[config.mk]
export PLATFORM = sky130hd
export DESIGN_NAME = next_fit_block_allocator_unit
export DESIGN_NICKNAME = d
export VERILOG_FILES = /design/src/hdl/nfba_pkg.sv /design/src/hdl/nfba_ram.sv /design/src/hdl/nfba_wrap_inc.sv /design/src/hdl/nfba_seq.sv /design/src/hdl/next_fit_block_allocator_unit.sv
export SDC_FILE = /design/constraint.sdc
export NUM_CORES = 1
export LEC_CHECK = 0
export ABC_AREA = 1
export BUFFER_PORTS_ARGS = -buffer_cell sky130_fd_sc_hd__buf_2
export CORE_UTILIZATION = 62
export DETAILED_ROUTE_END_ITERATION = 10
export PLACE_DENSITY = 0.81
export REMOVE_ABC_BUFFERS = 1
export SYNTH_ARGS = -nofsm -noshare
export SYNTH_HDL_FRONTEND = slang
export SYNTH_SLANG_ARGS = --single-unit
[constraint.sdc]
create_clock -name aclk -period 5.65 [get_ports aclk]
set_input_delay 0.565 -clock aclk [delete_from_list [all_inputs] [get_ports aclk]]
set_output_delay 0.565 -clock aclk [all_outputs]
set_load 0.03 [all_outputs]
[src/hdl/nfba_pkg.sv]
// Shared types and constants for the next-fit block allocator.
// No dependencies; imported by the sequencer, top level, checker and testbench.
`default_nettype none

package nfba_pkg;

    // Field widths of the channels and configuration registers
    localparam int STATUS_W   = 2;
    localparam int INDEX_W    = 6;
    localparam int OFFSET_W   = 22;
    localparam int COUNT_W    = 7;
    localparam int BYTES_W    = 17;
    localparam int CFG_ADDR_W = 1;
    localparam int CFG_DATA_W = 17;

    // Defaults and limits
    localparam int MAX_BLOCKS_DEF      = 64;
    localparam int BLOCK_COUNT_RESET   = 64;
    localparam int BLOCK_BYTES_RESET   = 1024;
    localparam int MAX_BLOCK_BYTES     = 65536;

    // Request mode
    localparam logic MODE_ALLOC   = 1'b0;
    localparam logic MODE_RELEASE = 1'b1;

    // Configuration register indexes
    localparam logic [CFG_ADDR_W-1:0] REG_BLOCK_COUNT = 1'd0;
    localparam logic [CFG_ADDR_W-1:0] REG_BLOCK_BYTES = 1'd1;

    typedef enum logic [STATUS_W-1:0] {
        STS_GRANTED   = 2'd0,
        STS_NONE_FREE = 2'd1,
        STS_RELEASED  = 2'd2,
        STS_BAD_REL   = 2'd3
    } status_t;

    typedef enum logic [2:0] {
        SEQ_CLEAR,
        SEQ_IDLE,
        SEQ_SCAN,
        SEQ_GRANT,
        SEQ_REL_RD,
        SEQ_REL_CHK,
        SEQ_DONE
    } seq_state_t;

    // Configuration as seen by the sequencer
    typedef struct packed {
        logic [COUNT_W-1:0] block_count;
        logic [BYTES_W-1:0] block_bytes;
    } cfg_t;

endpackage

`default_nettype wire

[src/hdl/nfba_ram.sv]
// Generic single-write, single-read RAM with registered read data.
// No dependencies.
`default_nettype none

module nfba_ram #(
    parameter int WIDTH = 1,
    parameter int DEPTH = 64
) (
    input  wire logic                     clk,
    input  wire logic                     we,
    input  wire logic [$clog2(DEPTH)-1:0] waddr,
    input  wire logic [WIDTH-1:0]         wdata,
    input  wire logic [$clog2(DEPTH)-1:0] raddr,
    output logic      [WIDTH-1:0]         rdata
);

    logic [WIDTH-1:0] mem [DEPTH];

    // Write and registered read
    always_ff @(posedge clk) begin
        if (we) begin
            mem[waddr] <= wdata;
        end
        rdata <= mem[raddr];
    end

endmodule

`default_nettype wire

[src/hdl/nfba_wrap_inc.sv]
// Circular pointer step: index plus one, wrapping to zero at the pool size.
// Depends on nothing but its parameter; shared by the scan and pointer update.
`default_nettype none

module nfba_wrap_inc #(
    parameter int MAX_BLOCKS = 64
) (
    input  wire logic [$clog2(MAX_BLOCKS)-1:0]   pos,
    input  wire logic [$clog2(MAX_BLOCKS+1)-1:0] pool_n,
    output logic      [$clog2(MAX_BLOCKS)-1:0]   pos_next
);

    localparam int IW = $clog2(MAX_BLOCKS);
    localparam int CW = $clog2(MAX_BLOCKS + 1);

    logic [CW-1:0] inc;

    // Add one, compare against the pool size, wrap
    always_comb begin
        inc      = CW'(pos) + CW'(1);
        pos_next = (inc < pool_n) ? IW'(inc) : '0;
    end

endmodule

`default_nettype wire

[src/hdl/nfba_seq.sv]
// Allocator sequencer: flag store clear, circular scan, grant and release.
// Depends on nfba_pkg, nfba_ram and nfba_wrap_inc.
`default_nettype none

module nfba_seq #(
    parameter int MAX_BLOCKS = nfba_pkg::MAX_BLOCKS_DEF
) (
    input  wire logic                          aclk,
    input  wire logic                          aresetn,
    input  wire nfba_pkg::cfg_t                cfg,
    input  wire logic                          s_valid,
    output logic                               s_ready,
    input  wire logic                          s_mode,
    input  wire logic [nfba_pkg::INDEX_W-1:0]  s_release_index,
    output logic                               m_valid,
    input  wire logic                          m_ready,
    output logic [nfba_pkg::STATUS_W-1:0]      m_status,
    output logic [nfba_pkg::INDEX_W-1:0]       m_granted_index,
    output logic [nfba_pkg::OFFSET_W-1:0]      m_granted_offset,
    output logic [nfba_pkg::COUNT_W-1:0]       m_used_count
);

    import nfba_pkg::*;

    localparam int IW = $clog2(MAX_BLOCKS);
    localparam int CW = $clog2(MAX_BLOCKS + 1);
    localparam int PW = IW + BYTES_W;

    seq_state_t state_reg, state_next;

    logic [IW-1:0]       clr_addr_reg, clr_addr_next;
    logic [IW-1:0]       addr_reg, addr_next;
    logic [IW-1:0]       chk_reg, chk_next;
    logic                chk_vld_reg, chk_vld_next;
    logic [CW-1:0]       cnt_reg, cnt_next;
    logic [CW-1:0]       n_reg, n_next;
    logic [IW-1:0]       rel_reg, rel_next;
    logic [IW-1:0]       next_slot_reg, next_slot_next;
    logic [CW-1:0]       busy_reg, busy_next;
    status_t             res_status_reg, res_status_next;
    logic [INDEX_W-1:0]  res_index_reg, res_index_next;
    logic [OFFSET_W-1:0] res_offset_reg, res_offset_next;
    logic                m_valid_reg, m_valid_next;
    status_t             m_status_reg, m_status_next;
    logic [INDEX_W-1:0]  m_index_reg, m_index_next;
    logic [OFFSET_W-1:0] m_offset_reg, m_offset_next;
    logic [COUNT_W-1:0]  m_count_reg, m_count_next;

    logic          ram_we;
    logic [IW-1:0] ram_waddr;
    logic          ram_wdata;
    logic [IW-1:0] ram_raddr;
    logic          ram_rdata;

    logic [IW-1:0] wrap_in;
    logic [IW-1:0] wrap_out;

    logic [CW-1:0]      pool_n;
    logic [IW-1:0]      start_pos;
    logic [BYTES_W-1:0] bb_clamp;
    logic [PW-1:0]      product;

    nfba_ram #(
        .WIDTH (1),
        .DEPTH (MAX_BLOCKS)
    ) u_flags (
        .clk   (aclk),
        .we    (ram_we),
        .waddr (ram_waddr),
        .wdata (ram_wdata),
        .raddr (ram_raddr),
        .rdata (ram_rdata)
    );

    nfba_wrap_inc #(
        .MAX_BLOCKS (MAX_BLOCKS)
    ) u_wrap (
        .pos      (wrap_in),
        .pool_n   (n_reg),
        .pos_next (wrap_out)
    );

    // Effective pool size, scan start and clamped block size
    always_comb begin
        if (cfg.block_count == '0) begin
            pool_n = CW'(1);
        end else if (int'(cfg.block_count) > MAX_BLOCKS) begin
            pool_n = CW'(MAX_BLOCKS);
        end else begin
            pool_n = CW'(cfg.block_count);
        end
        start_pos = (CW'(next_slot_reg) < pool_n) ? next_slot_reg : '0;
        bb_clamp  = (int'(cfg.block_bytes) > MAX_BLOCK_BYTES) ?
                    BYTES_W'(MAX_BLOCK_BYTES) : cfg.block_bytes;
        product   = PW'(chk_reg) * PW'(bb_clamp);
    end

    // State register
    always_ff @(posedge aclk) begin
        if (!aresetn) begin
            state_reg <= SEQ_CLEAR;
        end else begin
            state_reg <= state_next;
        end
    end

    // Control registers
    always_ff @(posedge aclk) begin
        if (!aresetn) begin
            clr_addr_reg  <= '0;
            chk_vld_reg   <= 1'b0;
            next_slot_reg <= '0;
            busy_reg      <= '0;
            m_valid_reg   <= 1'b0;
        end else begin
            clr_addr_reg  <= clr_addr_next;
            chk_vld_reg   <= chk_vld_next;
            next_slot_reg <= next_slot_next;
            busy_reg      <= busy_next;
            m_valid_reg   <= m_valid_next;
        end
    end

    // Payload registers
    always_ff @(posedge aclk) begin
        addr_reg       <= addr_next;
        chk_reg        <= chk_next;
        cnt_reg        <= cnt_next;
        n_reg          <= n_next;
        rel_reg        <= rel_next;
        res_status_reg <= res_status_next;
        res_index_reg  <= res_index_next;
        res_offset_reg <= res_offset_next;
        m_status_reg   <= m_status_next;
        m_index_reg    <= m_index_next;
        m_offset_reg   <= m_offset_next;
        m_count_reg    <= m_count_next;
    end

    // Next state, store access and datapath updates
    always_comb begin
        state_next      = state_reg;
        clr_addr_next   = clr_addr_reg;
        addr_next       = addr_reg;
        chk_next        = chk_reg;
        chk_vld_next    = chk_vld_reg;
        cnt_next        = cnt_reg;
        n_next          = n_reg;
        rel_next        = rel_reg;
        next_slot_next  = next_slot_reg;
        busy_next       = busy_reg;
        res_status_next = res_status_reg;
        res_index_next  = res_index_reg;
        res_offset_next = res_offset_reg;
        m_status_next   = m_status_reg;
        m_index_next    = m_index_reg;
        m_offset_next   = m_offset_reg;
        m_count_next    = m_count_reg;
        m_valid_next    = m_valid_reg;

        ram_we    = 1'b0;
        ram_waddr = clr_addr_reg;
        ram_wdata = 1'b0;
        ram_raddr = addr_reg;
        wrap_in   = addr_reg;
        s_ready   = 1'b0;

        // Drop the output transaction once taken
        if (m_valid_reg && m_ready) begin
            m_valid_next = 1'b0;
        end

        case (state_reg)
            SEQ_CLEAR: begin
                ram_we        = 1'b1;
                clr_addr_next = clr_addr_reg + IW'(1);
                if (clr_addr_reg == IW'(MAX_BLOCKS - 1)) begin
                    state_next = SEQ_IDLE;
                end
            end

            SEQ_IDLE: begin
                s_ready = 1'b1;
                if (s_valid) begin
                    res_index_next  = '0;
                    res_offset_next = '0;
                    if (s_mode == MODE_ALLOC) begin
                        addr_next    = start_pos;
                        chk_vld_next = 1'b0;
                        cnt_next     = '0;
                        n_next       = pool_n;
                        state_next   = SEQ_SCAN;
                    end else if (int'(s_release_index) < MAX_BLOCKS) begin
                        rel_next   = IW'(s_release_index);
                        state_next = SEQ_REL_RD;
                    end else begin
                        res_status_next = STS_BAD_REL;
                        state_next      = SEQ_DONE;
                    end
                end
            end

            SEQ_SCAN: begin
                // Issue one flag read per cycle, check the one issued before
                if (chk_vld_reg && !ram_rdata) begin
                    state_next = SEQ_GRANT;
                end else if (chk_vld_reg && (cnt_reg + CW'(1) == n_reg)) begin
                    res_status_next = STS_NONE_FREE;
                    state_next      = SEQ_DONE;
                end else begin
                    chk_next     = addr_reg;
                    chk_vld_next = 1'b1;
                    addr_next    = wrap_out;
                    if (chk_vld_reg) begin
                        cnt_next = cnt_reg + CW'(1);
                    end
                end
            end

            SEQ_GRANT: begin
                ram_we          = 1'b1;
                ram_waddr       = chk_reg;
                ram_wdata       = 1'b1;
                wrap_in         = chk_reg;
                next_slot_next  = wrap_out;
                busy_next       = busy_reg + CW'(1);
                res_status_next = STS_GRANTED;
                res_index_next  = INDEX_W'(chk_reg);
                res_offset_next = OFFSET_W'(product);
                state_next      = SEQ_DONE;
            end

            SEQ_REL_RD: begin
                ram_raddr  = rel_reg;
                state_next = SEQ_REL_CHK;
            end

            SEQ_REL_CHK: begin
                if (ram_rdata) begin
                    ram_we          = 1'b1;
                    ram_waddr       = rel_reg;
                    ram_wdata       = 1'b0;
                    if (busy_reg != '0) begin
                        busy_next = busy_reg - CW'(1);
                    end
                    res_status_next = STS_RELEASED;
                end else begin
                    res_status_next = STS_BAD_REL;
                end
                state_next = SEQ_DONE;
            end

            SEQ_DONE: begin
                // Hold the result until the output register is free
                if (!m_valid_reg || m_ready) begin
                    m_valid_next  = 1'b1;
                    m_status_next = res_status_reg;
                    m_index_next  = res_index_reg;
                    m_offset_next = res_offset_reg;
                    m_count_next  = COUNT_W'(busy_reg);
                    state_next    = SEQ_IDLE;
                end
            end

            default: begin
                state_next = SEQ_IDLE;
            end
        endcase
    end

    assign m_valid          = m_valid_reg;
    assign m_status         = m_status_reg;
    assign m_granted_index  = m_index_reg;
    assign m_granted_offset = m_offset_reg;
    assign m_used_count     = m_count_reg;

endmodule

`default_nettype wire

[src/hdl/next_fit_block_allocator_unit.sv]
// Next-fit block allocator top level: configuration registers and sequencer.
// Depends on nfba_pkg and nfba_seq.
//
// Usage:
//   Input channel (s_valid/s_ready): s_mode 0 allocates a block, 1 releases
//   s_release_index. Result channel (m_valid/m_ready): one transaction per
//   request with status, granted index, byte offset and the in-use count.
//   Configuration: cfg_we writes cfg_wdata to block_count (index 0) or
//   block_bytes (index 1) as a registered write; write only while idle.
// Timing:
//   One request at a time. An allocation scans the flag RAM one block per
//   cycle (registered read) from the next-fit pointer, probing at most the
//   pool size of blocks. A release reads the flag, then checks and clears it;
//   an out-of-range release goes straight to the result.
// Reset:
//   aresetn low clears pointer, in-use count and output valid; after
//   it, a clearing pass over all MAX_BLOCKS flags zeroes the flag RAM while
//   s_ready stays low. Configuration returns to 64 blocks of 1024 bytes.
// Stall:
//   A finished result waits in the output register; the next request is
//   accepted meanwhile and its result waits until the register is free.
`default_nettype none

module next_fit_block_allocator_unit #(
    parameter int MAX_BLOCKS = nfba_pkg::MAX_BLOCKS_DEF
) (
    input  wire logic                            aclk,
    input  wire logic                            aresetn,
    input  wire logic                            s_valid,
    output logic                                 s_ready,
    input  wire logic                            s_mode,
    input  wire logic [nfba_pkg::INDEX_W-1:0]    s_release_index,
    output logic                                 m_valid,
    input  wire logic                            m_ready,
    output logic [nfba_pkg::STATUS_W-1:0]        m_status,
    output logic [nfba_pkg::INDEX_W-1:0]         m_granted_index,
    output logic [nfba_pkg::OFFSET_W-1:0]        m_granted_offset,
    output logic [nfba_pkg::COUNT_W-1:0]         m_used_count,
    input  wire logic                            cfg_we,
    input  wire logic [nfba_pkg::CFG_ADDR_W-1:0] cfg_addr,
    input  wire logic [nfba_pkg::CFG_DATA_W-1:0] cfg_wdata
);

    import nfba_pkg::*;

    cfg_t cfg_reg, cfg_next;

    // Configuration write decode
    always_comb begin
        cfg_next = cfg_reg;
        if (cfg_we) begin
            case (cfg_addr)
                REG_BLOCK_COUNT: cfg_next.block_count = cfg_wdata[COUNT_W-1:0];
                REG_BLOCK_BYTES: cfg_next.block_bytes = cfg_wdata[BYTES_W-1:0];
                default:         cfg_next = cfg_reg;
            endcase
        end
    end

    always_ff @(posedge aclk) begin
        if (!aresetn) begin
            cfg_reg.block_count <= COUNT_W'(BLOCK_COUNT_RESET);
            cfg_reg.block_bytes <= BYTES_W'(BLOCK_BYTES_RESET);
        end else begin
            cfg_reg <= cfg_next;
        end
    end

    nfba_seq #(
        .MAX_BLOCKS (MAX_BLOCKS)
    ) u_seq (
        .aclk             (aclk),
        .aresetn          (aresetn),
        .cfg              (cfg_reg),
        .s_valid          (s_valid),
        .s_ready          (s_ready),
        .s_mode           (s_mode),
        .s_release_index  (s_release_index),
        .m_valid          (m_valid),
        .m_ready          (m_ready),
        .m_status         (m_status),
        .m_granted_index  (m_granted_index),
        .m_granted_offset (m_granted_offset),
        .m_used_count     (m_used_count)
    );

endmodule

`default_nettype wire

==> run metrics, run 1 <==
leading area contributor after synthesis=edfxtp_1; Rows=52; clock transition at the registers of the reported paths=0.06 ns; Area Overhead vs Synth=9.93%; cell depth of the worst min-delay path=1; most frequent cells in the layout=nor2_1 (269), inv_1 (258), nand2_1 (223); Clock Sinks=~210; Reg2Reg Depth=24; Syn Area/Cell=between 8 and 9 um2; Placer Congestion=0.935; RSZ-0062 raised after global routing=false; Post-synth EDFFs=163; WHS=0.247 ns; FF-to-FF Start=cfg_reg[4]; max reg flops=64; TritonCTS clock tree=built; PD cells=about 380 nW/um2; VDD IR max=264 uV; sequential fraction of the synthesis area=46.0%; met2 GRT Util=42.7%; Fin. Hold Viols=0; Lkg Pwr=6.39 nW; max cap viols=0; Placed Cells=between 1500 and 2000; Hold/Removal Path Class=in -> reg; reg-to-reg endpoint=u_seq.res_offset_reg[15]; Worst Path Max Fanout=9; Total Routing Usage GR=around 27%; Critical Path Source=cfg_reg[4]; crit path DAT=about 5.4 ns; vias=9818; most used cell, CP=inv_1; Pins Over Slew Limit=0; status=complete, no violations; slowest stage delay, CP=0.54 ns; minimum clock period=5.10 ns; clk_skew=~0.0096 ns; Die Y=146 um; ys flop type=edfxtp_1; dpl hpwl=20.3 mm; CP Class=reg -> reg; Crit-path slowest cell=fa_1; Critical Path RT=5.92 ns; final std cells w/o fill=1814; ant diodes=0; Synth Register Bits=212; largest cells by area after synthesis=edfxtp_1 (38%), fa_1 (9.6%), nor2_1 (7.9%); crit-path cells=inv_1, nand2_1, nor4_1, nand4_1, nand2_2, inv_1, nor2_1, inv_1, nor2_1, fa_1, fa_1, inv_1, fa_1, inv_1, ha_1, a21oi_1, o21ai_0, nor2_1, inv_1, nand2_1, nand2_1, a21boi_0, or2_2, and2_1; Synth Cell Area=12800 um2; CTS Root Cell=clkbuf_16; Max Freq=approximately 200 MHz; hold-fix buffers at CTS=0; fin nets=roughly 1700; initial antenna violation count=0; top-area cell type share of the netlist area=38.3%; maximum clock path buffer count=3; crit path to=u_seq.res_offset_reg[15]; Util after Layout=between 60% and 70%; worst slew pin tran=1.07 ns; Worst R2R Setup Slack=0.55 ns; ratio of cells with drive above 1 in the final layout=9.84%; Setup Total Neg Slack=0 ns; Worst Setup End Kind=register; DR pass1 iterations=5; Overflow after GRT=0; CORE AREA=20200 um2; M1 GR Usage=38.6%; Synth Instances=1463; GR Util met3=3.76%; DR vias/cell=about 5.4; routed wire length=27.9 mm; H-tree depth=1; die width=~150 um; Ports=69; DRC=0; Tcrit/Tclk final=90.3%; final setup fails=0; first-pass GRT wire length=46.0 mm; fin worst setup slack=about 0.55 ns; # port buffers=68; post-detailed-route wirelength per cell=15.4 um; TritonCTS buffer count=23; Initial Util=63.2%; startpoint types=register; overall die area=21200 um2; Iter 0 DRT Violations=794; most common cell after layout, fill and taps aside=nor2_1; vias in the first global route=9460; Worst-Skew Late Latency=between 0.5 and 0.6 ns; largest net degree at the start of global routing=90; synth unique cells=48; Most Crowded Layer GR=met2; pre-CTS setup slack=0.507 ns; Final ANT Viol Nets=0; synth warn=0; ys async rst share=0%; relative slew slack=28.5%
what timing repair did:
item,in CTS,in global routing
setup endpoints to repair,0,1
endpoints found under the hold margin,0,0
gates resized for setup,0,1
setup buffers,0,0
layer usage:
layer	wire length (um)	vias up
li1	-	4792
met1	12400	4566
met2	12600	404
met3	2140	56
met4	735	0
met5	0	-
stage by stage:
step / area, um2 / power (W)
2_1_floorplan: 12600 / 0.00334
3_3_place_gp: 13300 / 0.00378
3_5_place_dp: 13300 / 0.00383
4_1_cts: 14000 / 0.00527
5_1_grt: 14100 / 0.00559
6_report: 14100 / 0.00528
critical path: cells and delay by family, from the launching register on:
kind / cells / cell delay [ns]
compound gates: 3 / 0.45
fa+ha+maj: 4 / 1.86
buf+inv: 6 / 0.56
flops: 1 / 0.29
simple gates: 11 / 1.70
final cells by class:
type | instances | area (um2)
Inverter | 271 | 1020
Tap cell | 270 | 338
Fill cell | 1598 | 6180
Clock inverter | 7 | 43.8
Multi-Input combinational cell | 950 | 5740
Timing Repair Buffer | 69 | 348
Clock buffer | 35 | 682
Sequential cell | 212 | 5880
kinds of logic (layout without fill, tap and decap cells):
group                      Yosys count  after routing  synth area share (%)
buffers and inverters              301            382                  9.24
xor gates and xnor gates            18             18                  1.23
adders and majority gates          110            110                  14.4
AOI/OAI and AO/OA                  178            178                  7.70
DFF                                212            212                  46.0
and+or+nand+nor                    644            644                  21.5
synthesized netlist by cell type (7+ instances only):
| master | number |
|---|---|
| nor2_1 | 270 |
| inv_1 | 258 |
| nand2_1 | 224 |
| edfxtp_1 | 163 |
| nand3_1 | 102 |
| a21oi_1 | 79 |
| o21ai_0 | 68 |
| fa_1 | 61 |
| dfxtp_1 | 49 |
| ha_1 | 49 |
| clkbuf_1 | 19 |
| xor2_1 | 12 |
| inv_2 | 9 |
| nor3_1 | 8 |
| buf_4 | 7 |
| nand2_2 | 7 |
worst min path at each step:
| stage | start | end | slack, ns |
|---|---|---|---|
| finish | s_release_index[0] | u_seq.rel_reg[0] | 0.25 |
| global route | s_release_index[2] | u_seq.rel_reg[2] | 0.24 |
| CTS | s_release_index[0] | u_seq.rel_reg[0] | 0.23 |
| detailed placement | u_seq.res_offset_reg[0] | u_seq.m_granted_offset[0] | 0.40 |
| global placement | u_seq.res_offset_reg[16] | u_seq.m_granted_offset[16] | 0.40 |
| floorplan | u_seq.res_index_reg[0] | u_seq.m_granted_index[0] | 0.40 |
report_power, final:
part | switching, W | internal (W) | total (W) | leakage [nW]
registers | 0.000111 | 0.00189 | 0.00200 | 1.88
clock network | 0.000591 | 0.000834 | 0.00142 | 0.357
logic | 0.00131 | 0.000547 | 0.00185 | 4.15
Note: power is estimated with default switching activity, not from simulation.
==> run 2, diff against run 1 <==
==> constraint.sdc (replaced) <==
create_clock -name aclk -period 5.65 [get_ports aclk]
set_input_delay 0.2825 -clock aclk [delete_from_list [all_inputs] [get_ports aclk]]
set_output_delay 0.2825 -clock aclk [all_outputs]
set_load 0.03 [all_outputs]
==> run metrics, run 2 (synthesis gave the netlist of run 1 again) <==
Initial Util=63.2% (unchanged); DR pass1 iterations=5 (unchanged); Total Routing Usage GR=27.2% (+0.085 points); Worst Setup End Kind=register; clk_skew=0.00860 ns (-0.00102 ns); DR vias/cell=5.37 (-0.75%); Setup Total Neg Slack=0 ns (unchanged); VDD IR max=267 uV (+1.0%); post-detailed-route wirelength per cell=15.4 um (about the same); Crit-path slowest cell=fa_1; DRC=0 (unchanged); first-pass GRT wire length=46.2 mm (+0.35%); most frequent cells in the layout=nor2_1 (269), inv_1 (258), nand2_1 (223); Critical Path RT=5.92 ns (about the same); startpoint types=register; Worst Path Max Fanout=9 (unchanged); Fin. Hold Viols=0 (unchanged); ant diodes=0 (unchanged); vias in the first global route=9494 (+0.36%); Max Freq=196 MHz (about the same); relative slew slack=27.8% (-0.70 points); dpl hpwl=20.3 mm (unchanged); status=complete, no violations; Worst-Skew Late Latency=0.52 ns (about the same); most used cell, CP=inv_1; CORE AREA=20200 um2 (unchanged); routed wire length=28.0 mm (+0.36%); Iter 0 DRT Violations=817 (+2.9%); CTS Root Cell=clkbuf_16; die width=146 um (unchanged); # port buffers=68 (unchanged); ratio of cells with drive above 1 in the final layout=9.79% (-0.051 points); fin nets=1675 (+0.48%); H-tree depth=1 (unchanged); max reg flops=64 (unchanged); TritonCTS clock tree=built; Pins Over Slew Limit=0 (unchanged); Final ANT Viol Nets=0 (unchanged); most common cell after layout, fill and taps aside=nor2_1; Area Overhead vs Synth=10.6%; RSZ-0062 raised after global routing=false; Die Y=146 um (unchanged); initial antenna violation count=0 (unchanged); Bufs and invs on worst path=6 (unchanged); maximum clock path buffer count=3 (unchanged); minimum clock period=5.10 ns (-0.00408 ns); slowest stage delay, CP=0.54 ns (about the same); largest net degree at the start of global routing=90 (unchanged); final setup fails=0 (unchanged); worst slew pin tran=1.08 ns (+0.0104 ns); pre-CTS setup slack=0.507 ns (unchanged); Hold/Removal Path Class=in -> reg; max cap viols=0 (unchanged); fin worst setup slack=0.553 ns (+0.00408 ns); Filler cells=1587 (-0.69%); Clock Sinks=212 (unchanged); vias=9787 (-0.32%); crit-path cells=inv_1, nand2_1, nor4_1, nand4_1, nand2_2, inv_1, nor2_1, inv_1, nor2_1, fa_1, fa_1, inv_1, fa_1, inv_1, ha_1, a21oi_1, o21ai_0, nor2_1, inv_1, nand2_1, nand2_1, a21boi_0, or2_2, and2_1; Rows=52 (unchanged); overall die area=21200 um2 (unchanged); Ports=69 (unchanged); crit path DAT=5.36 ns (about the same); Tcrit/Tclk final=90.2% (about the same); TritonCTS buffer count=23 (unchanged); Top Family by Delay on Critical Path=adder cells; CP Class=reg -> reg; Placer Congestion=0.935 (unchanged); clock transition at the registers of the reported paths=0.06 ns (about the same); PD cells=374 nW/um2 (-0.47%); Overflow after GRT=0 (unchanged); Lkg Pwr=6.42 nW (+0.52%)
==> run 2: changes by cell type in the layout (fill, tap and decap cells not counted) <==
cell / before / now
dlygate4sd3_1: 0 / 8
==> run 2: worst paths after layout <==
path / startpoint / end / slack (ns) / depth (start not counted)
worst max-delay path: cfg_reg[4] / u_seq.res_offset_reg[15] / 0.55 / 24
worst min register to register: u_seq.res_offset_reg[10] / u_seq.m_granted_offset[10] / 0.42 / 0
worst max register to register: cfg_reg[4] / u_seq.res_offset_reg[15] / 0.55 / 24
worst min-delay path: cfg_wdata[1] / cfg_reg[18] / 0.02 / 3
==> run 2: metal layers <==
metal	GRT usage [%]	up-vias	wire (um)
li1	-	4806	-
met3	3.76	57	2030
met5	0	-	0
met4	9.53	0	744
met2	43.0	392	12700
met1	38.7	4532	12500
==> run 2: final cells by class <==
class / instances / area (um2) / share of cell area [%]
clock buffer: 35 / 682 / 4.83
clock inverter: 7 / 43.8 / 0.310
inverter: 271 / 1020 / 7.25
multi-input combinational: 950 / 5740 / 40.6
sequential: 212 / 5880 / 41.6
tap: 270 / 338 / 2.39
timing repair buffer: 77 / 428 / 3.03
==> run 2: report_power, final <==
group / switching, W / total [W] / internal (W)
registers: 0.000111 / 0.00200 / 0.00189
logic: 0.00131 / 0.00186 / 0.000551
clock network: 0.000591 / 0.00142 / 0.000834
==> run 2: through the flow <==
step | instances | utilization [%] | cell area [um2] | hold slack [ns] | total power, W
floorplan | 1433 | - | 12600 | 0.367 | 0.00334
global placement | 1772 | 65.8 | 13300 | 0.400 | 0.00378
detailed placement | 1772 | 65.8 | 13300 | 0.405 | 0.00383
CTS | 1822 | 69.8 | 14100 | 0.0114 | 0.00527
global route | 1822 | 69.8 | 14100 | 0.0291 | 0.00559
finish | 1822 | 69.8 | 14100 | 0.0235 | 0.00529
==> run 2: timing repair <==
item,CTS,global route
gates resized for setup,0,1
setup buffers,0,0
hold buffers,8,0
endpoints found under the hold margin,8,0
endpoints found under the setup margin,0,1
==> run 2: worst min-delay path, cell delays in order <==
cell and delay [ns]:
buf_2 0.09, nor2_1 0.04, nor2_1 0.09
==> run 3, diff against run 2 <==
--- a/config.mk
+++ b/config.mk
@@ -6,10 +6,10 @@
 export NUM_CORES = 1
 export LEC_CHECK = 0
 export ABC_AREA = 1
-export BUFFER_PORTS_ARGS = -buffer_cell sky130_fd_sc_hd__buf_2
-export CORE_UTILIZATION = 62
+export CORE_ASPECT_RATIO = 0.8
+export CORE_UTILIZATION = 30
 export DETAILED_ROUTE_END_ITERATION = 10
-export PLACE_DENSITY = 0.81
+export DONT_BUFFER_PORTS = 1
 export REMOVE_ABC_BUFFERS = 1
 export SYNTH_ARGS = -nofsm -noshare
 export SYNTH_HDL_FRONTEND = slang
==> run metrics, run 3 (synthesis gave the netlist of run 1 again) <==
status=complete, no violations; Ports=69 (unchanged); cell depth of the worst min-delay path=2 (-1); vias=9434 (-3.6%); Placed Cells=1987 (+12%); Critical Path RT=5.94 ns (+0.02 ns); VDD IR max=241 uV (-9.6%); Fin. Hold Viols=0 (unchanged); max reg flops=64 (unchanged); DR pass1 iterations=5 (unchanged); Overflow after GRT=0 (unchanged); Worst-Skew Late Latency=0.53 ns (about the same); Hold Crit Start=aresetn; CORE AREA=41900 um2 (+110%); Worst Setup End Kind=register; largest net degree at the start of global routing=90 (unchanged); RSZ-0062 raised after global routing=false; Hold/Removal Path Class=in -> reg; ant diodes=0 (unchanged); most common cell after layout, fill and taps aside=nor2_1; Worst Path Max Fanout=9 (unchanged); reg-to-reg endpoint=u_seq.res_offset_reg[15]; initial antenna violation count=2 (+2); clock transition at the registers of the reported paths=0.06 ns (about the same); slowest stage delay, CP=0.56 ns (+0.02 ns); clk_skew=0.0213 ns (+0.0127 ns); maximum clock path buffer count=3 (unchanged); crit-path cells=inv_1, nand2_1, nor4_1, nand4_1, nand2_2, inv_1, nor2_1, inv_1, nor2_1, fa_1, fa_1, inv_1, fa_1, inv_1, ha_1, a21oi_1, o21ai_0, nor2_1, inv_1, nand2_1, nand2_1, a21boi_0, or2_2, and2_1; most used cell, CP=inv_1; Crit-path slowest cell=fa_1; CTS Root Cell=clkbuf_16; Lkg Pwr=6.29 nW (-2.1%); first-pass GRT wire length=49.3 mm (+6.7%); Placed Instance Area=13300 um2 (+0.15%); FF-to-FF Start=cfg_reg[5]; PD cells=380 nW/um2 (+1.7%); Reg2Reg Depth=24 (unchanged); Tcrit/Tclk final=90.1% (about the same); TritonCTS buffer count=24 (+4.3%); post-detailed-route wirelength per cell=14.9 um (-3.0%); worst slew pin tran=1.08 ns (+0.00270 ns); Util after Layout=34.5% (-35 points); DRC=0 (unchanged); Total Routing Usage GR=14.2% (-13 points); Setup Total Neg Slack=0 ns (unchanged); TritonCTS clock tree=built; Placer Congestion=0.888 (-5.0%); # port buffers=0 (-100%); routed wire length=30.7 mm (+9.5%); Final ANT Viol Nets=0 (unchanged); hold-critical path endpoint=cfg_reg[3]; fin nets=1626 (-2.9%); Worst R2R Setup Slack=0.56 ns (about the same); H-tree depth=1 (unchanged); overall die area=43400 um2 (+100%); relative slew slack=27.6% (-0.18 points); DR vias/cell=4.59 (-15%); crit path DAT=5.38 ns (+0.02 ns); startpoint types=register; final std cells w/o fill=2056 (+13%); Area Overhead vs Synth=13.1%; ratio of cells with drive above 1 in the final layout=6.18% (-3.6 points); final setup fails=0 (unchanged); Clock Sinks=212 (unchanged); Iter 0 DRT Violations=677 (-17%); CP Class=reg -> reg; Die Y=187 um (+28%); die width=233 um (+60%); Rows=67 (+29%); Pins Over Slew Limit=0 (unchanged); dpl hpwl=23.4 mm (+16%); most frequent cells in the layout=nor2_1 (269), inv_1 (258), nand2_1 (223); vias in the first global route=9106 (-4.1%); minimum clock period=5.09 ns (-0.00497 ns); design area=14500 um2 (+2.3%); Initial Util=30.5% (-33 points); Max Freq=196 MHz (about the same); max cap viols=0 (unchanged)
run 3: power by group:
group / switching [W] / internal (W) / leakage, nW
Clock: 0.000638 / 0.00101 / 0.415
Sequential: 0.000123 / 0.00189 / 1.88
Combinational: 0.00129 / 0.000549 / 3.99
run 3: critical path: cells and delay by family (launching register included):
family,cells,cell delay (ns)
AO/OA/AOI/OAI,3,0.42
flip-flops,1,0.29
AND/OR/NAND/NOR,11,1.72
adder cells (fa/ha/maj),4,1.87
buffers and inverters,6,0.56
run 3: per-stage QoR:
stage	worst slack (ns)	power [W]	hold WS (ns)
2_1_floorplan	1.00	0.00334	0.367
3_3_place_gp	0.586	0.00382	0.382
3_5_place_dp	0.498	0.00385	0.382
4_1_cts	0.501	0.00554	0.00938
5_1_grt	0.0595	0.00587	0.0194
6_report	0.558	0.00550	0.0395
run 3: how the worst max path moves through the flow:
stage          depth (start not counted)  slack [ns]                  endpoint  startpoint
2_1_floorplan                         24        1.00  u_seq.res_offset_reg[15]  cfg_reg[5]
5_1_grt                               24        0.06  u_seq.res_offset_reg[15]  cfg_reg[5]
3_5_place_dp                          24        0.50  u_seq.res_offset_reg[15]  cfg_reg[5]
4_1_cts                               24        0.50  u_seq.res_offset_reg[15]  cfg_reg[5]
3_3_place_gp                          24        0.59  u_seq.res_offset_reg[15]  cfg_reg[5]
6_report                              24        0.56  u_seq.res_offset_reg[15]  cfg_reg[5]
run 3: layer usage:
layer / GRT usage [%] / wire length [um] / vias up
li1: - / - / 4719
met1: 21.8 / 15500 / 4462
met2: 20.7 / 12900 / 215
met3: 2.29 / 1580 / 34
met4: 3.32 / 605 / 4
met5: 0 / 28 / -
run 3: layout make-up:
class,count,area (um2)
fillers,4265,27500
flip-flops and latches,212,5880
multi-input cells,950,5740
inverters,271,1020
well taps,552,691
clock buffers,29,651
repair buffers,27,275
clock inverters,15,205
run 3: repair_timing:
item,4_1_cts,5_1_grt
hold buffers,25,0
setup buffers,0,0
setup endpoints to repair,0,1
resized for setup,0,1
endpoints found under the hold margin,49,0
